## src/sv/mbc_pkg.sv

```systemverilog
// shared types, codes and arithmetic helpers for the binaural convolver
package mbc_pkg;

	localparam int DATA_W = 24;
	localparam int ACC_W  = 64;

	// operation codes of an input beat
	localparam logic [1:0] OP_COEF   = 2'd0;
	localparam logic [1:0] OP_SAMPLE = 2'd1;
	localparam logic [1:0] OP_CLEAR  = 2'd2;

	localparam logic signed [ACC_W-1:0] ACC_MAX = {1'b0, {(ACC_W-1){1'b1}}};
	localparam logic signed [ACC_W-1:0] ACC_MIN = {1'b1, {(ACC_W-1){1'b0}}};
	localparam logic signed [ACC_W-1:0] RND_HALF = 64'sd4194304;
	localparam logic signed [ACC_W-1:0] Q_MAX = 64'sd8388607;
	localparam logic signed [ACC_W-1:0] Q_MIN = -64'sd8388608;

	typedef enum logic [2:0] {
		ST_IDLE,
		ST_FLUSH,
		ST_ISSUE,
		ST_DRAIN,
		ST_EMIT
	} state_t;

	// control from the sequencer to the multiply-accumulate unit
	typedef struct packed {
		logic issue;
		logic mask;
		logic clear;
	} mac_ctl_t;

	// status back from the multiply-accumulate unit
	typedef struct packed {
		logic                    busy;
		logic signed [ACC_W-1:0] acc;
	} mac_stat_t;

	typedef struct packed {
		logic                     clip;
		logic signed [DATA_W-1:0] val;
	} rnd_t;

	function automatic logic signed [ACC_W-1:0] sat_add(
		input logic signed [ACC_W-1:0] a,
		input logic signed [ACC_W-1:0] b
	);
		logic signed [ACC_W-1:0] s;
		s = a + b;
		if (a[ACC_W-1] == b[ACC_W-1] && s[ACC_W-1] != a[ACC_W-1]) begin
			s = a[ACC_W-1] ? ACC_MIN : ACC_MAX;
		end
		return s;
	endfunction

	// round half up to q1.23 and clip
	function automatic rnd_t rnd_sat(input logic signed [ACC_W-1:0] acc);
		logic signed [ACC_W-1:0] t;
		logic signed [ACC_W-1:0] q;
		rnd_t r;
		t = sat_add(acc, RND_HALF);
		q = t >>> 23;
		r.clip = 1'b0;
		if (q > Q_MAX) begin
			r.clip = 1'b1;
			r.val  = Q_MAX[DATA_W-1:0];
		end else if (q < Q_MIN) begin
			r.clip = 1'b1;
			r.val  = Q_MIN[DATA_W-1:0];
		end else begin
			r.val = q[DATA_W-1:0];
		end
		return r;
	endfunction

endpackage

```

## src/sv/mbc_mac.sv

```systemverilog
// multiply-accumulate pipeline behind the memory read stage
module mbc_mac
	import mbc_pkg::*;
(
	input  logic                     clk,
	input  logic                     arst_n,
	input  mac_ctl_t                 ctl,
	input  logic signed [DATA_W-1:0] coef_s1,
	input  logic signed [DATA_W-1:0] hist_s1,
	output mac_stat_t                stat
);
	logic                        v_s1;
	logic                        m_s1;
	logic                        v_s2;
	logic signed [2*DATA_W-1:0]  prod_s2;
	logic signed [ACC_W-1:0]     acc_q;

	// valid and mask follow the memory read stage
	always_ff @(posedge clk or negedge arst_n) begin
		if (!arst_n) begin
			v_s1 <= 1'b0;
			m_s1 <= 1'b0;
			v_s2 <= 1'b0;
		end else begin
			v_s1 <= ctl.issue;
			m_s1 <= ctl.mask;
			v_s2 <= v_s1;
		end
	end

	// product, zero for history older than the last clear
	always_ff @(posedge clk) begin
		if (m_s1) begin
			prod_s2 <= coef_s1 * hist_s1;
		end else begin
			prod_s2 <= '0;
		end
	end

	// saturating accumulate
	always_ff @(posedge clk or negedge arst_n) begin
		if (!arst_n) begin
			acc_q <= '0;
		end else if (ctl.clear) begin
			acc_q <= '0;
		end else if (v_s2) begin
			acc_q <= sat_add(acc_q, ACC_W'(prod_s2));
		end
	end

	assign stat.busy = v_s1 | v_s2;
	assign stat.acc  = acc_q;
endmodule

```

## config.mk

```make
export PLATFORM = sky130hd
export DESIGN_NAME = mbc_mac
export DESIGN_NICKNAME = d
export VERILOG_FILES = /design/src/sv/mbc_pkg.sv /design/src/sv/mbc_mac.sv
export SDC_FILE = /design/constraint.sdc
export NUM_CORES = 2
export LEC_CHECK = 0
export BUFFER_PORTS_ARGS = -buffer_cell sky130_fd_sc_hd__clkbuf_2
export CAP_MARGIN = 15
export CORE_MARGIN = 8
export CORE_UTILIZATION = 30
export CTS_BUF_LIST = sky130_fd_sc_hd__clkbuf_4
export DETAILED_ROUTE_END_ITERATION = 7
export SLEW_MARGIN = 40
export SYNTH_ARGS = -nofsm -noshare
export SYNTH_HDL_FRONTEND = slang
export SYNTH_SLANG_ARGS = --single-unit
```

## constraint.sdc

```tcl
create_clock -name clk -period 11.2 [get_ports clk]
set_clock_uncertainty 0.2 [all_clocks]
set_input_delay 0.56 -clock clk [delete_from_list [all_inputs] [get_ports clk]]
set_output_delay 0.56 -clock clk [all_outputs]
set_load 0.1 [all_outputs]
```

# After elaboration in Yosys (flattened, before gate mapping)
# Cells that the tools add are included.
# op_classes
bitwise	1
n_mux	4
multipliers	1
eq_ne	2
n_addsub	1
n_reduce_logical	2
n_div	0
n_lt_le_gt_ge	0
shift	0
# op_table
op	n
$mux W64	4
$add A64 B48 Y64	1
$mul A24 B24 Y48	1
$reduce_bool A2 Y1	1
$eq A1 B1 Y1	1
$logic_and A1 B1 Y1	1
$ne A1 B1 Y1	1
$or A1 B1 Y1	1
# word_totals
mem_bits_ro	0
word_cells	16
ramBits	0
input_bits	53
ff_bits	115
mem_count	0
latch_bits	0

# Depth between registers and ports, before layout
# depth
ltp_word	6
depth_mapped	27

# Least setup slack after synthesis
# OpenSTA, ideal clock, no wires.
# synth_timing
kind	input to register
start	input coef_s1[23]
end	register prod_s2[41]
path_buffers	1
arrival_time_ps	7050
path_slack_ps	3886
stages	25
required_ps	10936
path_cell_list	clkbuf_1 > nand2_1 > inv_1 > fa_1 > inv_1 > fa_1 > fa_1 > inv_1 > fa_1 > inv_1 > fa_1 > fa_1 > fa_1 > inv_1 > ha_1 > a21o_1 > a21o_1 > a21o_1 > a21o_1 > a211oi_1 > nor2_1 > a211oi_2 > nor4b_2 > or4_1 > nand4_1
# synth_via
elab_chain_len	1
# synth_lines
element	line_no	source
start, declared	mbc_mac.sv:8	input logic signed [DATA_W-1:0] coef_s1,
$mul A24 B24 Y48	mbc_mac.sv:34	prod_s2 <= coef_s1 * hist_s1;
end signal, assigned	mbc_mac.sv:34	
end, declared	mbc_mac.sv:15	logic signed [2*DATA_W-1:0] prod_s2;
# No other way between the ends.
# A chain may end at the register's enable or synchronous reset.

# Worst setup path after layout
# layout_timing
start	input hist_s1[0]
end	register prod_s2[46]
# layout_via
elab_chain_len	1
# layout_lines
element	line_no	source
start, declared	mbc_mac.sv:9	input logic signed [DATA_W-1:0] hist_s1,
$mul A24 B24 Y48	mbc_mac.sv:34	
# No other way between the ends.

==> impl_metrics.json <==
{
  "drive_gt1_frac": 0.0571,
  "final_nets": 4105,
  "utilization": 0.321,
  "arrival_ps": 7890,
  "cts_tree": "done",
  "clkLatencyLatePin_ps": 560,
  "netlist_area_sq_mm": 0.0289,
  "syn_area_per_cell_sq_um": 8.89,
  "drc": 0,
  "via_per_inst": 4.78,
  "cp-end-kind": "flop",
  "grt_pass1_vias": 22600,
  "path_max_fanout": 24,
  "cp_data_required_time_ps": 11430,
  "cts.sinks": 115,
  "critPathSlowestCell": "fa_1",
  "cts_max_path_buffers": 2,
  "start_util": 0.301,
  "grt_first_pass_wirelength_um": 129000,
  "dr_total_vias": 21700,
  "yosysSeqAreaShare": 0.0913,
  "numCtsBuffers": 17,
  "grt_max_degree": 68,
  "min_period_ps": 7660,
  "gp_congestion": 0.883,
  "die_x_um": 326,
  "min_period_over_period": 0.684,
  "max_slew_margin": 0.442,
  "setup_viol": 0,
  "drt_iter0_drc": 1469,
  "wl_per_cell_um": 17.7,
  "synth_cell_type_count": 83,
  "syn_nets": 4108,
  "max_stage_delay_ps": 880,
  "antenna_found_initial": 4,
  "layout_common_cells": "627 x inv_1, 608 x fa_1, 481 x nand2_1, 278 x and2_1, 197 x ha_1",
  "critical-path-top-delay-family": "adder cells",
  "syn2layout_area_growth_pct": 6.80,
  "final_common_cell": "inv_1",
  "path_clk_slew_ps": 100,
  "path_buf_inv": 4,
  "cap_violations": 0,
  "htreeDepth": 4,
  "ys.flop_type": "dfrtp_1",
  "ys_ff_latch": 115,
  "drt.antenna.violating_nets": 0,
  "gr-total-overflow": 0,
  "dieArea_sq_mm": 0.107,
  "syn_inst": 3250,
  "yosysWarnings": 0,
  "io_buffers": 117,
  "critPathKind": "in -> reg",
  "fmax_ghz": 0.130,
  "io_pins": 118,
  "die_height_um": 326,
  "num_rows": 114,
  "root_buffer": "clkbuf_4",
  "grtUsageTotal": 0.150,
  "synth_edf_count": 0,
  "core_sq_mm": 0.0961,
  "crit_top_cell": "fa_1",
  "min_path_type": "reg -> reg",
  "outcome": "finished, final reports clean",
  "crit_chain": "clkbuf_2 -> nand2_1 -> inv_1 -> fa_1 -> inv_1 -> fa_1 -> fa_1 -> inv_1 -> fa_1 -> fa_1 -> fa_1 -> fa_1 -> ha_1 -> a21o_1 -> a21oi_1 -> nor2b_1 -> a311oi_1 -> o31ai_1 -> a311oi_1 -> xor2_1 -> nor2_1",
  "critPathLaunchType": "input pin",
  "slew_violations": 0,
  "worst_pin_slew_ps": 835,
  "fin_tns_setup_ps": 0,
  "postCtsSetupRepairBufs": 0,
  "synthArstFlopShare": 0.583,
  "drt_pass1_iterations": 5,
  "rsz0062_at_grt": "false",
  "wirelength_um": 80400,
  "report.final.hold_viol_count": 0,
  "dp_hpwl_um": 64800
}
-- cells in the mapped netlist, drive strengths merged (48+ instances only) --
cell | count | area (sq um)
inv | 627 | 2350
fa | 608 | 12200
nand2 | 482 | 1810
and2 | 278 | 1740
ha | 197 | 2460
clkbuf | 125 | 473
o21ai | 119 | 596
nor2 | 113 | 432
a21oi | 111 | 567
dfrtp | 67 | 1680
a21o | 63 | 477
xnor2 | 60 | 526
dfxtp | 48 | 961
-- cell type report --
class	count	area [sq um]
repair buffers	128	684
clock inverters	13	164
clock buffers	19	143
diodes	2	5.00
multi-input cells	2356	23300
flip-flops and latches	115	2640
inverters	629	2360
fillers	10100	65300
well taps	1276	1600
-- timing repair --
item                                    4_1_cts  5_1_grt
resized for setup                             0        0
hold buffers                                  4        0
endpoints found under the hold margin        70        0
endpoints found under the setup margin        0        0
-- metrics by stage --
step	hold WS [ps]	std cells	worst slack [ps]	cell area, sq um
after CTS	192	4536	3600	30900
after detailed placement	158	4500	3010	30500
after global routing	205	4537	3110	30900
final	184	4538	3540	30900
after floorplan	64.4	3250	3890	28900
after global placement	158	4500	3100	30500
-- state kept, by name, summed over array words and instances, names as in the netlist --
name / cells
v_s2: 1
v_s1: 1
prod_s2: 48
acc_q: 64
m_s1: 1
-- cell families after synthesis --
group                      synth area share
muxes                               0.00286
AOI/OAI and AO/OA                    0.0967
adders and majority gates             0.506
and+or+nand+nor                       0.170
DFF                                  0.0913
buffers and inverters                 0.104
xor gates and xnor gates             0.0291
-- path summary, 6_finish.rpt --
kind	cells after the start	end	start	slack (ps)
max	21	prod_s2[46]	hist_s1[0]	3540
min	0	v_s2	v_s1	180
max reg2reg	12	acc_q[5]	prod_s2[47]	6750
min reg2reg	0	v_s2	v_s1	180
max in group asynchronous	2	acc_q[18]	arst_n	9940
min in group asynchronous	2	acc_q[52]	arst_n	370
-- metal layers --
layer / part of all wire / vias to the layer above / GRT usage
li1: - / 9967 / -
met1: 0.46 / 11000 / 0.214
met2: 0.45 / 590 / 0.237
met3: 0.067 / 83 / 0.0323
met4: 0.018 / 0 / 0.0294
met5: 0 / - / 0
Power is left out: the tool's default activity adds up to more than one toggle a clock period on the data nets, which glitch-free logic cannot reach.
