[src/sv/mbc_pkg.sv]
// shared types, codes and arithmetic helpers for the binaural convolver
package mbc_pkg;

	localparam int DATA_W = 24;
	localparam int ACC_W  = 64;

	// operation codes of an input beat
	localparam logic [1:0] OP_COEF   = 2'd0;
	localparam logic [1:0] OP_SAMPLE = 2'd1;
	localparam logic [1:0] OP_CLEAR  = 2'd2;

	localparam logic signed [ACC_W-1:0] ACC_MAX = {1'b0, {(ACC_W-1){1'b1}}};
	localparam logic signed [ACC_W-1:0] ACC_MIN = {1'b1, {(ACC_W-1){1'b0}}};
	localparam logic signed [ACC_W-1:0] RND_HALF = 64'sd4194304;
	localparam logic signed [ACC_W-1:0] Q_MAX = 64'sd8388607;
	localparam logic signed [ACC_W-1:0] Q_MIN = -64'sd8388608;

	typedef enum logic [2:0] {
		ST_IDLE,
		ST_FLUSH,
		ST_ISSUE,
		ST_DRAIN,
		ST_EMIT
	} state_t;

	// control from the sequencer to the multiply-accumulate unit
	typedef struct packed {
		logic issue;
		logic mask;
		logic clear;
	} mac_ctl_t;

	// status back from the multiply-accumulate unit
	typedef struct packed {
		logic                    busy;
		logic signed [ACC_W-1:0] acc;
	} mac_stat_t;

	typedef struct packed {
		logic                     clip;
		logic signed [DATA_W-1:0] val;
	} rnd_t;

	function automatic logic signed [ACC_W-1:0] sat_add(
		input logic signed [ACC_W-1:0] a,
		input logic signed [ACC_W-1:0] b
	);
		logic signed [ACC_W-1:0] s;
		s = a + b;
		if (a[ACC_W-1] == b[ACC_W-1] && s[ACC_W-1] != a[ACC_W-1]) begin
			s = a[ACC_W-1] ? ACC_MIN : ACC_MAX;
		end
		return s;
	endfunction

	// round half up to q1.23 and clip
	function automatic rnd_t rnd_sat(input logic signed [ACC_W-1:0] acc);
		logic signed [ACC_W-1:0] t;
		logic signed [ACC_W-1:0] q;
		rnd_t r;
		t = sat_add(acc, RND_HALF);
		q = t >>> 23;
		r.clip = 1'b0;
		if (q > Q_MAX) begin
			r.clip = 1'b1;
			r.val  = Q_MAX[DATA_W-1:0];
		end else if (q < Q_MIN) begin
			r.clip = 1'b1;
			r.val  = Q_MIN[DATA_W-1:0];
		end else begin
			r.val = q[DATA_W-1:0];
		end
		return r;
	endfunction

endpackage

[src/sv/mbc_if.sv]
// input and output channel interfaces of the binaural convolver
interface mbc_in_if;
	logic               valid;
	logic               ready;
	logic [1:0]         operation;
	logic               ear;
	logic [4:0]         speaker;
	logic [9:0]         tap;
	logic signed [23:0] data_value;
	logic               frame_end;

	modport source(output valid, operation, ear, speaker, tap, data_value, frame_end,
		input ready);
	modport sink(input valid, operation, ear, speaker, tap, data_value, frame_end,
		output ready);
endinterface

interface mbc_out_if;
	logic               valid;
	logic               ready;
	logic signed [23:0] left_sample;
	logic signed [23:0] right_sample;
	logic               last;
	logic               saturated;

	modport source(output valid, left_sample, right_sample, last, saturated, input ready);
	modport sink(input valid, left_sample, right_sample, last, saturated, output ready);
endinterface

[src/sv/mbc_ctrl.sv]
// sequencer: frame capture, history writes, tap sweep and result register
module mbc_ctrl
	import mbc_pkg::*;
#(
	parameter int BLOCK    = 64,
	parameter int MAX_TAPS = 1024,
	parameter int SPEAKERS = 22,
	localparam int SpkW    = (SPEAKERS > 1) ? $clog2(SPEAKERS) : 1,
	localparam int TapW    = (MAX_TAPS > 1) ? $clog2(MAX_TAPS) : 1,
	localparam int RingLen = MAX_TAPS + BLOCK,
	localparam int RingW   = $clog2(RingLen),
	localparam int CoefAw  = 1 + SpkW + TapW,
	localparam int HistAw  = SpkW + RingW
) (
	input  logic                     clk,
	input  logic                     arst_n,
	mbc_in_if.sink                   in_ch,
	mbc_out_if.source                out_ch,
	input  logic                     cfg_we,
	input  logic [10:0]              cfg_data,
	output logic                     coef_we,
	output logic [CoefAw-1:0]        coef_waddr,
	output logic signed [DATA_W-1:0] coef_wdata,
	output logic [CoefAw-1:0]        coef_raddr,
	output logic                     hist_we,
	output logic [HistAw-1:0]        hist_waddr,
	output logic signed [DATA_W-1:0] hist_wdata,
	output logic [HistAw-1:0]        hist_raddr,
	output mac_ctl_t                 mac_ctl,
	input  mac_stat_t                mac_stat
);
	localparam int TcW     = $clog2(MAX_TAPS + 1);
	localparam int FillW   = $clog2(RingLen + 1);
	localparam int BlkW    = (BLOCK > 1) ? $clog2(BLOCK) : 1;
	localparam int FrmW    = $clog2(BLOCK + 1);

	state_t state_q, state_d;

	logic [10:0]              ir_q;
	logic signed [DATA_W-1:0] fb_q [SPEAKERS];
	logic [SpkW-1:0]          cnt_q;
	logic [TapW-1:0]          k_q;
	logic                     ear_q;
	logic [BlkW-1:0]          out_i_q;
	logic [FrmW-1:0]          frames_q;
	logic [RingW-1:0]         wp_q;
	logic [FillW-1:0]         fill_q;
	logic [RingW-1:0]         idx_q;
	logic [FillW-1:0]         dist_q;
	logic signed [DATA_W-1:0] left_q;
	logic                     lclip_q;
	logic                     ov_q;
	logic signed [DATA_W-1:0] ol_q;
	logic signed [DATA_W-1:0] or_q;
	logic                     olast_q;
	logic                     osat_q;

	logic             accept;
	logic             spk_ok;
	logic             tap_ok;
	logic [TcW-1:0]   taps;
	logic             last_k;
	logic             last_spk;
	logic             last_frame;
	logic             last_out;
	logic [FillW-1:0] back;
	logic [FillW-1:0] wp_e;
	logic [RingW-1:0] start_idx;
	logic [RingW-1:0] cur_idx;
	logic [RingW-1:0] nxt_idx;
	logic [FillW-1:0] cur_dist;
	logic             out_free;
	logic             drain_done;
	logic             out_load;
	rnd_t             rnd;

	// input decode
	assign accept = in_ch.valid & in_ch.ready;
	assign spk_ok = 32'(in_ch.speaker) < SPEAKERS;
	assign tap_ok = 32'(in_ch.tap) < MAX_TAPS;

	// taps in use, clamped to the supported range
	always_comb begin
		if (ir_q == '0) begin
			taps = TcW'(1);
		end else if (32'(ir_q) > MAX_TAPS) begin
			taps = TcW'(MAX_TAPS);
		end else begin
			taps = TcW'(ir_q);
		end
	end

	assign last_k     = TcW'(k_q) == taps - TcW'(1);
	assign last_spk   = 32'(cnt_q) == SPEAKERS - 1;
	assign last_frame = 32'(frames_q) == BLOCK - 1;
	assign last_out   = 32'(out_i_q) == BLOCK - 1;

	// history position of the newest tap for this output
	assign back = FillW'(BLOCK) - FillW'(out_i_q);
	assign wp_e = FillW'(wp_q);
	always_comb begin
		if (wp_e >= back) begin
			start_idx = RingW'(wp_e - back);
		end else begin
			start_idx = RingW'(wp_e + FillW'(RingLen) - back);
		end
	end

	assign cur_idx  = (k_q == '0) ? start_idx : idx_q;
	assign cur_dist = (k_q == '0) ? back : dist_q;
	assign nxt_idx  = (cur_idx == '0) ? RingW'(RingLen - 1) : cur_idx - RingW'(1);

	assign out_free   = !ov_q || out_ch.ready;
	assign drain_done = !mac_stat.busy;
	assign rnd        = rnd_sat(mac_stat.acc);

	// next state
	always_comb begin
		state_d = state_q;
		case (state_q)
			ST_IDLE: begin
				if (accept && in_ch.operation == OP_SAMPLE && in_ch.frame_end) begin
					state_d = ST_FLUSH;
				end
			end
			ST_FLUSH: begin
				if (last_spk) begin
					state_d = last_frame ? ST_ISSUE : ST_IDLE;
				end
			end
			ST_ISSUE: begin
				if (last_k && last_spk) begin
					state_d = ST_DRAIN;
				end
			end
			ST_DRAIN: begin
				if (drain_done) begin
					state_d = ear_q ? ST_EMIT : ST_ISSUE;
				end
			end
			ST_EMIT: begin
				if (out_free) begin
					state_d = last_out ? ST_IDLE : ST_ISSUE;
				end
			end
			default: state_d = ST_IDLE;
		endcase
	end

	// state outputs
	always_comb begin
		in_ch.ready   = 1'b0;
		hist_we       = 1'b0;
		mac_ctl.issue = 1'b0;
		mac_ctl.clear = 1'b0;
		mac_ctl.mask  = cur_dist <= fill_q;
		out_load      = 1'b0;
		case (state_q)
			ST_IDLE:  in_ch.ready = 1'b1;
			ST_FLUSH: hist_we = 1'b1;
			ST_ISSUE: mac_ctl.issue = 1'b1;
			ST_DRAIN: mac_ctl.clear = drain_done & ~ear_q;
			ST_EMIT: begin
				out_load      = out_free;
				mac_ctl.clear = out_free;
			end
			default: ;
		endcase
	end

	// memory addressing
	assign coef_we    = accept && in_ch.operation == OP_COEF && spk_ok && tap_ok;
	assign coef_waddr = {in_ch.ear, in_ch.speaker[SpkW-1:0], TapW'(in_ch.tap)};
	assign coef_wdata = in_ch.data_value;
	assign coef_raddr = {ear_q, cnt_q, k_q};
	assign hist_waddr = {cnt_q, wp_q};
	assign hist_wdata = fb_q[cnt_q];
	assign hist_raddr = {cnt_q, cur_idx};

	always_ff @(posedge clk or negedge arst_n) begin
		if (!arst_n) begin
			state_q <= ST_IDLE;
		end else begin
			state_q <= state_d;
		end
	end

	// configuration register
	always_ff @(posedge clk or negedge arst_n) begin
		if (!arst_n) begin
			ir_q <= 11'd1;
		end else if (cfg_we) begin
			ir_q <= cfg_data;
		end
	end

	// frame buffer
	always_ff @(posedge clk or negedge arst_n) begin
		if (!arst_n) begin
			for (int s = 0; s < SPEAKERS; s++) begin
				fb_q[s] <= '0;
			end
		end else if ((accept && in_ch.operation == OP_CLEAR) ||
			(state_q == ST_FLUSH && last_spk)) begin
			for (int s = 0; s < SPEAKERS; s++) begin
				fb_q[s] <= '0;
			end
		end else if (accept && in_ch.operation == OP_SAMPLE && spk_ok) begin
			fb_q[in_ch.speaker[SpkW-1:0]] <= in_ch.data_value;
		end
	end

	// ring pointer, fill count and block position
	always_ff @(posedge clk or negedge arst_n) begin
		if (!arst_n) begin
			frames_q <= '0;
			wp_q     <= '0;
			fill_q   <= '0;
		end else if (accept && in_ch.operation == OP_CLEAR) begin
			frames_q <= '0;
			wp_q     <= '0;
			fill_q   <= '0;
		end else if (state_q == ST_FLUSH && last_spk) begin
			frames_q <= last_frame ? '0 : frames_q + FrmW'(1);
			wp_q     <= (32'(wp_q) == RingLen - 1) ? '0 : wp_q + RingW'(1);
			if (32'(fill_q) != RingLen) begin
				fill_q <= fill_q + FillW'(1);
			end
		end
	end

	// sweep counters
	always_ff @(posedge clk or negedge arst_n) begin
		if (!arst_n) begin
			cnt_q   <= '0;
			k_q     <= '0;
			ear_q   <= 1'b0;
			out_i_q <= '0;
			idx_q   <= '0;
			dist_q  <= '0;
		end else begin
			case (state_q)
				ST_IDLE: begin
					cnt_q   <= '0;
					k_q     <= '0;
					ear_q   <= 1'b0;
					out_i_q <= '0;
				end
				ST_FLUSH: begin
					cnt_q <= last_spk ? '0 : cnt_q + SpkW'(1);
				end
				ST_ISSUE: begin
					idx_q  <= nxt_idx;
					dist_q <= cur_dist + FillW'(1);
					if (last_k) begin
						k_q   <= '0;
						cnt_q <= last_spk ? '0 : cnt_q + SpkW'(1);
					end else begin
						k_q <= k_q + TapW'(1);
					end
				end
				ST_DRAIN: begin
					if (drain_done && !ear_q) begin
						ear_q <= 1'b1;
					end
				end
				ST_EMIT: begin
					if (out_free) begin
						ear_q   <= 1'b0;
						out_i_q <= last_out ? '0 : out_i_q + BlkW'(1);
					end
				end
				default: ;
			endcase
		end
	end

	// left ear result waits for the right one
	always_ff @(posedge clk) begin
		if (state_q == ST_DRAIN && drain_done && !ear_q) begin
			left_q  <= rnd.val;
			lclip_q <= rnd.clip;
		end
	end

	// result register
	always_ff @(posedge clk or negedge arst_n) begin
		if (!arst_n) begin
			ov_q <= 1'b0;
		end else if (out_load) begin
			ov_q <= 1'b1;
		end else if (out_ch.ready) begin
			ov_q <= 1'b0;
		end
	end

	always_ff @(posedge clk) begin
		if (out_load) begin
			ol_q    <= left_q;
			or_q    <= rnd.val;
			olast_q <= last_out;
			osat_q  <= lclip_q | rnd.clip;
		end
	end

	assign out_ch.valid        = ov_q;
	assign out_ch.left_sample  = ol_q;
	assign out_ch.right_sample = or_q;
	assign out_ch.last         = olast_q;
	assign out_ch.saturated    = osat_q;
endmodule

[src/flat_wrapper.sv]
// flat-port wrapper written by rule: the top's interface ports become plain ports
module mbc_ctrl_flat import mbc_pkg::*;
#(
	parameter int BLOCK    = 64,
	parameter int MAX_TAPS = 1024,
	parameter int SPEAKERS = 22,
	localparam int SpkW    = (SPEAKERS > 1) ? $clog2(SPEAKERS) : 1,
	localparam int TapW    = (MAX_TAPS > 1) ? $clog2(MAX_TAPS) : 1,
	localparam int RingLen = MAX_TAPS + BLOCK,
	localparam int RingW   = $clog2(RingLen),
	localparam int CoefAw  = 1 + SpkW + TapW,
	localparam int HistAw  = SpkW + RingW
)
  (clk, arst_n, cfg_we, cfg_data, coef_we, coef_waddr, coef_wdata, coef_raddr, hist_we, hist_waddr, hist_wdata, hist_raddr, mac_ctl, mac_stat, in_ch_valid, in_ch_operation, in_ch_ear, in_ch_speaker, in_ch_tap, in_ch_data_value, in_ch_frame_end, in_ch_ready, out_ch_valid, out_ch_left_sample, out_ch_right_sample, out_ch_last, out_ch_saturated, out_ch_ready);
  mbc_in_if in_ch_i ();
  mbc_out_if out_ch_i ();
  input  logic clk;
  input  logic arst_n;
  input  logic cfg_we;
  input  logic [10:0] cfg_data;
  output logic coef_we;
  output logic [CoefAw-1:0] coef_waddr;
  output logic signed [DATA_W-1:0] coef_wdata;
  output logic [CoefAw-1:0] coef_raddr;
  output logic hist_we;
  output logic [HistAw-1:0] hist_waddr;
  output logic signed [DATA_W-1:0] hist_wdata;
  output logic [HistAw-1:0] hist_raddr;
  output mac_ctl_t mac_ctl;
  input  mac_stat_t mac_stat;
  input wire logic [$bits(in_ch_i.valid)-1:0] in_ch_valid;
  input wire logic [$bits(in_ch_i.operation)-1:0] in_ch_operation;
  input wire logic [$bits(in_ch_i.ear)-1:0] in_ch_ear;
  input wire logic [$bits(in_ch_i.speaker)-1:0] in_ch_speaker;
  input wire logic [$bits(in_ch_i.tap)-1:0] in_ch_tap;
  input wire logic [$bits(in_ch_i.data_value)-1:0] in_ch_data_value;
  input wire logic [$bits(in_ch_i.frame_end)-1:0] in_ch_frame_end;
  output wire logic [$bits(in_ch_i.ready)-1:0] in_ch_ready;
  output wire logic [$bits(out_ch_i.valid)-1:0] out_ch_valid;
  output wire logic [$bits(out_ch_i.left_sample)-1:0] out_ch_left_sample;
  output wire logic [$bits(out_ch_i.right_sample)-1:0] out_ch_right_sample;
  output wire logic [$bits(out_ch_i.last)-1:0] out_ch_last;
  output wire logic [$bits(out_ch_i.saturated)-1:0] out_ch_saturated;
  input wire logic [$bits(out_ch_i.ready)-1:0] out_ch_ready;
  assign in_ch_i.valid = in_ch_valid;
  assign in_ch_i.operation = in_ch_operation;
  assign in_ch_i.ear = in_ch_ear;
  assign in_ch_i.speaker = in_ch_speaker;
  assign in_ch_i.tap = in_ch_tap;
  assign in_ch_i.data_value = in_ch_data_value;
  assign in_ch_i.frame_end = in_ch_frame_end;
  assign in_ch_ready = in_ch_i.ready;
  assign out_ch_valid = out_ch_i.valid;
  assign out_ch_left_sample = out_ch_i.left_sample;
  assign out_ch_right_sample = out_ch_i.right_sample;
  assign out_ch_last = out_ch_i.last;
  assign out_ch_saturated = out_ch_i.saturated;
  assign out_ch_i.ready = out_ch_ready;
  mbc_ctrl #(.BLOCK(BLOCK), .MAX_TAPS(MAX_TAPS), .SPEAKERS(SPEAKERS)) u_core (.clk(clk), .arst_n(arst_n), .in_ch(in_ch_i), .out_ch(out_ch_i), .cfg_we(cfg_we), .cfg_data(cfg_data), .coef_we(coef_we), .coef_waddr(coef_waddr), .coef_wdata(coef_wdata), .coef_raddr(coef_raddr), .hist_we(hist_we), .hist_waddr(hist_waddr), .hist_wdata(hist_wdata), .hist_raddr(hist_raddr), .mac_ctl(mac_ctl), .mac_stat(mac_stat));
endmodule
[config.mk]
export PLATFORM = sky130hd
export DESIGN_NAME = mbc_ctrl_flat
export DESIGN_NICKNAME = d
export VERILOG_FILES = /design/src/sv/mbc_pkg.sv /design/src/sv/mbc_if.sv /design/src/sv/mbc_ctrl.sv /design/src/flat_wrapper.sv
export SDC_FILE = /design/constraint.sdc
export NUM_CORES = 1
export LEC_CHECK = 0
export ABC_AREA = 1
export BUFFER_PORTS_ARGS = -buffer_cell sky130_fd_sc_hd__buf_2
export CAP_MARGIN = 20
export CORE_UTILIZATION = 30
export CTS_CLUSTER_DIAMETER = 30
export CTS_CLUSTER_SIZE = 16
export DETAILED_ROUTE_END_ITERATION = 12
export PLACE_DENSITY = 0.55
export SYNTH_ARGS = -nofsm -noshare
export SYNTH_HDL_FRONTEND = slang
export SYNTH_SLANG_ARGS = --single-unit
[constraint.sdc]
create_clock -name clk -period 10 [get_ports clk]
set_input_delay 2 -clock clk [delete_from_list [all_inputs] [get_ports clk]]
set_output_delay 2 -clock clk [all_outputs]
set_load 0.01 [all_outputs]
# After elaboration in Yosys (flattened, before gate mapping)
# Cells that the tools add are included.
[word_totals]
wordCells = 181
reg_bits = 691
input_bits = 124
output_inout_bits = 169
[classes]
n_reduce_logical = 36
n_mux = 55
order_cmp = 9
n_addsub = 14
n_eq_ne = 20
bitwise = 7
[ops]
columns = ["cell", "n"]
rows = [
  ["528-bit 2-to-1 mux", 2],
  ["528-bit bitwise mux", 1],
  ["11-bit 2-to-1 mux", 12],
  ["64-bit 2-to-1 mux", 2],
  ["24-bit binary-select mux with 5-bit select", 1],
  ["24-bit demux with 5-bit select", 1],
  ["24-bit 2-to-1 mux", 4],
  ["64-bit by 24-bit adder with 64-bit output (second input constant)", 1],
  ["41-bit by 24-bit greater-than comparator with 1-bit output (second input constant)", 1],
  ["41-bit by 24-bit less-than comparator with 1-bit output (second input constant)", 1],
  ["11-bit by 1-bit adder with 11-bit output (second input constant)", 3],
  ["25-bit 2-to-1 mux", 1],
  ["11-bit zero test", 2],
  ["11-bit by 1-bit subtractor with 11-bit output (second input constant)", 2],
  ["11-bit subtractor", 2],
  ["7-bit 2-to-1 mux", 3],
  ["10-bit one-hot mux with 2 select lines", 1],
  ["3-bit 2-to-1 mux", 6],
  ["3-bit one-hot mux with 5 select lines", 1],
  ["5-bit one-hot mux with 3 select lines", 1],
  ["1-bit logical AND", 13],
  ["6-bit >= comparator (second input constant)", 2],
  ["6-bit 2-to-1 mux", 2],
  ["2-bit by 1-bit != test with 1-bit output (second input constant)", 6],
  ["45 further kinds", 70],
]

# Longest topological paths before layout
# Gate-level depths: netlist of the first run.
[logic_depth]
ltp_word = 8
mapped_depth = 27
mapped_depth_nobuf = 27

# Least setup slack after synthesis of the first run
# No wires, ideal clock.
[synth_timing]
kind = "input to register"
start = "in out_ch_ready"
end = "reg u_core.out_i_q[5]"
t_arrival_ns = 5.233
required_time_ns = 9.873
cell_stages = 9
setup_slack_ns = 4.640
cell_sequence = "nor2_1 > nor2_1 > nor2_1 > nor2_1 > nand3_1 > nor2_1 > nand2_1 > o22ai_1 > a21oi_1"
[synth_between]
elab_chain_cells = 3
[synth_rtl]
columns = ["element", "line", "rtl"]
rows = [
  ["start: declaration", "flat_wrapper.sv:44", "input wire logic [$bits(out_ch_i.ready)-1:0] out_ch_ready;"],
  ["1-bit logical OR", "mbc_ctrl.sv:113", "assign out_free = !ov_q || out_ch.ready;"],
  ["2-bit by 1-bit != test with 1-bit output (no source line)", "n/a", ""],
  ["2-bit AND reduction (no source line)", "n/a", ""],
  ["end signal: assignment", "mbc_ctrl.sv:270", "out_i_q <= last_out ? '0 : out_i_q + BlkW'(1);"],
  ["end: declaration", "mbc_ctrl.sv:44", "logic [BlkW-1:0] out_i_q;"],
]
# No other way between the ends.
# A chain may end at the register's enable or synchronous reset.

# Worst setup path in the final report of the first run
[layout_timing]
start = "reg u_core.cnt_q[1]"
end = "out hist_wdata[19]"
[layout_between]
elab_chain_cells = 4
[layout_rtl]
columns = ["element", "line", "rtl"]
rows = [
  ["start: declaration", "mbc_ctrl.sv:41", "logic [SpkW-1:0] cnt_q;"],
  ["start signal: assignment", "mbc_ctrl.sv:250", "cnt_q <= last_spk ? '0 : cnt_q + SpkW'(1);"],
  ["start signal: assignment", "mbc_ctrl.sv:257", "cnt_q <= last_spk ? '0 : cnt_q + SpkW'(1);"],
  ["5-bit inverter with 6-bit output (implied by the code)", "mbc_ctrl.sv:177", "assign hist_wdata = fb_q[cnt_q];"],
  ["24-bit binary-select mux with 5-bit select", "mbc_ctrl.sv:177", ""],
  ["24-bit 2-to-1 mux (implied by the code) (2 in series)", "mbc_ctrl.sv:177", ""],
  ["end: declaration", "flat_wrapper.sv:27", "output logic signed [DATA_W-1:0] hist_wdata;"],
]
# No other way between the ends. The select of a mux whose other input is x is not followed.

==> flow_metrics.py, run 1 <==
metrics = {
    "clocking": {
        "cts-resized-gates": 0,
        "cts_buffers": 167,
        "cts_buffer_depth": 3,
        "postCtsSetupBuffers": 0,
        "cts.sinks": 691,
        "cts_tree": "yes",
        "clk_latency_ns": 0.76,
        "postCtsHoldBufs": 0,
        "cts.reportedPaths.clkPinSlew_ns": 0.05,
        "htreeDepth": 4,
        "clk_root_buffer_cell": "clkbuf_16",
    },
    "layout": {
        "area_delta_synth_final_pct": 23.1,
        "final_nets": 4388,
        "final_common_cell": "dfrtp_1",
        "final_layout_size_suffix_gt1_frac": 0.153,
        "final_cell_mix": "dfrtp_1 (612), o21ai_0 (604), inv_1 (475)",
        "fin_util": 0.373,
    },
    "critical_path": {
        "crit_fanout": 67,
        "crit_path_start_kind": "register",
        "crit_chain": "inv_4 > buf_4 > a21oi_1 > o21ai_0 > nand3_1 > a311oi_1 > o22ai_1 > buf_2",
        "setup.worst_path.class": "reg2out",
        "critPathMaxStageDelay_ns": 0.86,
        "arrival_ns": 4.84,
        "crit_slowest_cell": "buf_4",
        "critPathCaptureType": "primary output",
        "crit_required_ns": 8.00,
    },
    "sta": {
        "layout_min_cycle_time_ns": 6.84,
        "setup_viol": 0,
        "tightest_slew_ns": 1.15,
        "fmax_mhz": 146,
        "hold_viol": 0,
        "rsz0062_at_grt": "no",
        "skew_ns": 0.0343,
        "slew_headroom": 0.227,
        "fin_setup_tns_ns": 0,
        "period_share": 0.684,
        "drv_slew": 0,
    },
    "place": {
        "port_buffers": 248,
        "gp_congestion": 0.850,
        "dp_hpwl_mm": 66.5,
    },
    "logic_synthesis": {
        "ys_types": 55,
        "synth_edf_count": 75,
        "avgSynthCellArea_um2": 8.48,
        "synth-compound-area-share": 0.203,
        "synth_nets": 4268,
        "synthSimpleGateAreaFrac": 0.149,
        "syn-instance-count": 4090,
        "synth_mux_area_frac": 0.000325,
        "synth_top_family_by_area": "compound AO/OA/AOI/OAI gates",
        "ys_ff_latch": 691,
        "ys.flop_type": "dfrtp_1",
        "synth-xor-area-share": 0.0189,
        "synthArstFlopShare": 0.891,
        "yosysWarnings": 0,
        "synth_area_mm2": 0.0347,
        "ys_seq_area_frac": 0.509,
        "synth_adder_area_share": 0.0208,
    },
    "drt": {
        "viasPerCell": 5.17,
        "vias": 30300,
        "wl_mm": 114,
        "drt-initial-drc-count": 2674,
        "drt-pass1-iter-count": 10,
        "post-route-drc-count": 28,
        "ant_nets": 0,
        "wl_per_cell_um": 19.4,
    },
    "global_route": {
        "grt.total_usage": 0.192,
        "grt_pass1_wl_mm": 175,
        "grt_max_degree": 153,
        "overflow": 0,
        "grt_pass1_vias": 29400,
        "antenna_found_initial": 1,
    },
    "die": {
        "die_w_um": 342,
        "start_util": 0.303,
        "dieArea_mm2": 0.117,
        "rows": 124,
        "io_pins": 293,
        "die_y_um": 342,
        "core_mm2": 0.115,
    },
    "power": {
        "p_per_area_mw_per_mm2": 291,
        "leakagePower_uw": 0.0190,
        "ir_drop_v": 0.000199,
    },
    "run": {
        "cap_violations": 0,
    },
    "status": {
        "outcome": "finished, violations left",
        "violations": "design-rule violations",
    },
    "hold_path": {
        "hold_path.class": "reg2reg",
    },
}
## cell usage after synthesis, types with 2 or more instances
master	count	share of area
dfrtp_1	615	0.44
xnor2_1	20	0.0050
edfxtp_1	75	0.065
nand3_2	6	0.0017
a311oi_1	24	0.0061
nand4_1	30	0.0054
nor2_4	8	0.0026
fa_1	6	0.0035
nor3_2	5	0.0014
a31oi_1	4	0.00072
buf_1	17	0.0018
clkbuf_1	260	0.028
o21ai_0	604	0.087
buf_6	4	0.0013
nor3_4	2	0.00094
inv_2	4	0.00043
and3_1	2	0.00036
o21bai_1	2	0.00043
nor4_1	6	0.0011
nand2_1	408	0.044
buf_2	23	0.0033
a21oi_1	360	0.052
buf_4	52	0.011
nor3b_1	3	0.00065
nand2_4	3	0.00097
ha_1	48	0.017
xor2_1	55	0.014
nand3b_1	3	0.00065
inv_1	478	0.052
nor2_2	11	0.0020
or2_2	7	0.0013
o21a_1	4	0.00087
o21ai_1	5	0.00072
nor2_1	162	0.018
nand3_1	403	0.058
nand2_2	12	0.0022
clkinv_1	4	0.00043
nor3_1	43	0.0062
o211ai_1	2	0.00043
o22ai_1	295	0.053
## metal layers
metal / part of all wire / wire (um) / up-vias / track usage
li1: - / - / 14300 / -
met1: 0.44 / 50400 / 14800 / 0.258
met2: 0.46 / 52500 / 959 / 0.304
met3: 0.062 / 7050 / 255 / 0.0341
met4: 0.035 / 4020 / 2 / 0.0802
met5: 0.000079 / 9 / - / 0
## state kept, by name, indices dropped and copies added, names as in the netlist, 3 cells and up
name / cells
u_core.cnt_q: 5
u_core.dist_q: 11
u_core.fb_q: 528
u_core.fill_q: 11
u_core.frames_q: 7
u_core.idx_q: 11
u_core.ir_q: 11
u_core.k_q: 10
u_core.left_q: 24
u_core.out_ch.left_sample: 24
u_core.out_ch.right_sample: 24
u_core.out_i_q: 6
u_core.state_q: 3
u_core.wp_e: 11
## final cells by class
class	count	area, um2
inverter	486	1830
antenna	2	5.00
multi-input combinational	2557	13600
timing repair buffer	307	1860
tap	1512	1890
clock buffer	221	4650
fill	11700	71800
sequential	691	17700
clock inverter	90	1140
## final timing paths
check | from | end | slack (ns) | cells after the start
setup / recovery | u_core.cnt_q[1] | hist_wdata[19] | 3.16 | 8
setup reg to reg | u_core.cnt_q[1] | u_core.fb_q[11] | 5.26 | 10
hold / removal | u_core.left_q[17] | u_core.out_ch.left_sample[17] | 0.41 | 0
min in group asynchronous | arst_n | u_core.fb_q[107] | 1.30 | 1
hold reg to reg | u_core.left_q[17] | u_core.out_ch.left_sample[17] | 0.41 | 0
max in group asynchronous | arst_n | u_core.fb_q[317] | 6.54 | 3
## stage by stage
| step | cells | hold WS (ns) | instance area (um2) | power, uW | setup WS [ns] |
|---|---|---|---|---|---|
| global route | 5864 | 0.401 | 42700 | 13100 | 2.97 |
| CTS | 5861 | 0.401 | 42600 | 12500 | 3.23 |
| global placement | 5548 | 0.401 | 36800 | 6920 | 4.00 |
| finish | 5866 | 0.405 | 42700 | 12400 | 3.16 |
| floorplan | 4090 | 0.400 | 34700 | 5790 | 4.64 |
| detailed placement | 5550 | 0.405 | 36800 | 6940 | 4.02 |
## power by group
group	internal [uW]	switching, uW
sequential	3130	208
combinational	1150	2440
clock	3780	1730
total	8050	4380
## worst max-delay path, delay by kind of cell, from the launching register on
family | cells | cell delay, ns
AOI/OAI and AO/OA | 4 | 1.25
buffers and inverters | 3 | 1.87
DFF | 1 | 0.83
and+or+nand+nor | 1 | 0.10
## kinds of logic after synthesis
| family | count (synthesis) |
|---|---|
| buffers and inverters | 842 |
| flip-flops | 691 |
| adder cells (fa/ha/maj) | 54 |
| XOR/XNOR | 75 |
| AO/OA/AOI/OAI | 1308 |
| multiplexers | 1 |
| AND/OR/NAND/NOR | 1119 |
Power figures use the tool's default switching activity.
==> run 2, diff against run 1 <==
- PLACE_DENSITY: 0.55 -> 0.56
- clock period: 10 -> 6.26 ns (I/O delays scaled with it)
==> flow_metrics.py, run 2 (synthesis results as in run 1) <==
metrics = {
    "clocking": {
        "cts_tree": "yes",
        "clk_latency_ns": 0.77,
        "cts_buffer_depth": 3,
        "cts-resized-gates": 0,
        "postCtsHoldBufs": 0,
        "cts.reportedPaths.clkPinSlew_ns": 0.05,
        "postCtsSetupBuffers": 0,
        "cts.sinks": 691,
        "htreeDepth": 4,
        "cts_buffers": 165,
        "clk_root_buffer_cell": "clkbuf_16",
    },
    "layout": {
        "fillers": 11800,
        "final_cell_mix": "dfrtp_1 (612), o21ai_0 (604), inv_1 (475)",
        "largest_reg_flops": 528,
        "final_nets": 4396,
        "final_common_cell": "dfrtp_1",
        "area_delta_synth_final_pct": 23.5,
        "regMostFlops": "u_core.fb_q",
        "final_layout_size_suffix_gt1_frac": 0.153,
    },
    "drt": {
        "viasPerCell": 5.19,
        "vias": 30400,
        "wl_per_cell_um": 19.4,
        "routed.top_layer": "met4",
        "wl_mm": 114,
        "post-route-drc-count": 28,
        "drt-initial-drc-count": 2766,
        "ant_nets": 0,
        "drt-pass1-iter-count": 10,
        "wl_met2_mm": 52.9,
        "wl_met3_mm": 6.68,
        "met1Wirelength_mm": 51.0,
    },
    "die": {
        "start_util": 0.303,
        "core_mm2": 0.115,
        "dieArea_mm2": 0.117,
        "die_w_um": 342,
        "io_pins": 293,
        "rows": 124,
        "die_y_um": 342,
    },
    "power": {
        "ir_drop_v": 0.000271,
        "leakagePower_uw": 0.0190,
        "power.total_uw": 19900,
        "p_per_area_mw_per_mm2": 464,
    },
    "critical_path": {
        "setup.worst_path.class": "reg2out",
        "crit_fanout": 21,
        "crit_required_ns": 5.01,
        "crit_path_start_kind": "register",
        "r2r_end": "u_core.idx_q[3]",
        "r2r_cells": 22,
        "arrival_ns": 4.39,
        "regToRegSetupSlack_ns": 2.14,
        "critPathCaptureType": "primary output",
        "r2r-start": "u_core.out_i_q[0]",
    },
    "sta": {
        "skew_ns": 0.0491,
        "period_share": 0.902,
        "layout_min_cycle_time_ns": 5.64,
        "hold_viol": 0,
        "fin_setup_tns_ns": 0,
        "setup_viol": 0,
        "drv_slew": 0,
        "fmax_mhz": 177,
        "rsz0062_at_grt": "no",
        "tightest_slew_ns": 1.07,
        "slew_headroom": 0.285,
        "fin_hold_ws_ns": 0.413,
    },
    "hold_path": {
        "holdPathEnd": "u_core.out_ch.left_sample[23]",
        "hp-start": "u_core.left_q[23]",
        "hold_depth": 0,
        "hold_path.class": "reg2reg",
    },
    "status": {
        "outcome": "finished, violations left",
        "violations": "design-rule violations",
    },
    "global_route": {
        "grt_pass1_vias": 29200,
        "grt.total_usage": 0.193,
        "overflow": 0,
        "grt_pass1_wl_mm": 176,
        "antenna_found_initial": 1,
        "grt_max_degree": 188,
    },
    "place": {
        "port_buffers": 248,
        "dp_hpwl_mm": 67.7,
        "gp_congestion": 0.841,
    },
    "run": {
        "cap_violations": 0,
    },
}
==> run 2: worst max path at each step <==
stage,slack (ns),from,to,depth (start not counted)
floorplan,1.65,out_ch_ready,u_core.out_i_q[5],9
global route,0.17,u_core.k_q[0],mac_ctl[1],15
global placement,1.35,u_core.k_q[0],mac_ctl[1],15
CTS,0.47,u_core.k_q[0],mac_ctl[1],15
detailed placement,1.28,u_core.k_q[0],mac_ctl[1],15
finish,0.62,u_core.k_q[0],mac_ctl[1],15
==> run 2: final cells by class <==
cell class              instances  area [um2]  area share
clock buffers                 226        4740       0.111
multi-input cells            2557       13600       0.318
repair buffers                317        1950      0.0456
inverters                     486        1830      0.0428
flip-flops and latches        691       17700       0.413
clock inverters                71        1090      0.0254
well taps                    1512        1890      0.0442
diodes                          4        10.0    0.000234
==> run 2: per-layer routing <==
metal  up-vias  global-route usage
li1      14300                   -
met1     14900               0.263
met2      1044               0.304
met3       205              0.0332
met4         0              0.0725
met5         -                   0
==> run 2: power breakdown <==
group          internal (uW)  leakage (uW)  switching (uW)  total [uW]
combinational           1860       0.00703            3940        5790
sequential              5000       0.00916             262        5260
clock                   6060       0.00284            2780        8840
==> run 2: critical path, cell delays in order (launching register included) <==
cell	delay (ns)
dfrtp_1	0.40
inv_1	0.14
ha_1	0.18
nand2_1	0.09
nor2_1	0.14
nand2_1	0.29
inv_1	0.64
nor2_1	0.09
a21oi_1	0.22
inv_1	0.09
ha_1	0.30
nand2_1	0.07
nor2_1	0.08
nand4_1	0.08
o32ai_1	0.59
buf_2	0.26
==> run 2: metrics by stage <==
stage	cells	util	worst slack [ns]	area, um2
2_1_floorplan	4090	-	1.65	34700
3_3_place_gp	5558	0.322	1.35	36900
3_5_place_dp	5559	0.322	1.28	36900
4_1_cts	5856	0.373	0.471	42700
5_1_grt	5860	0.374	0.168	42800
6_report	5864	0.374	0.616	42800
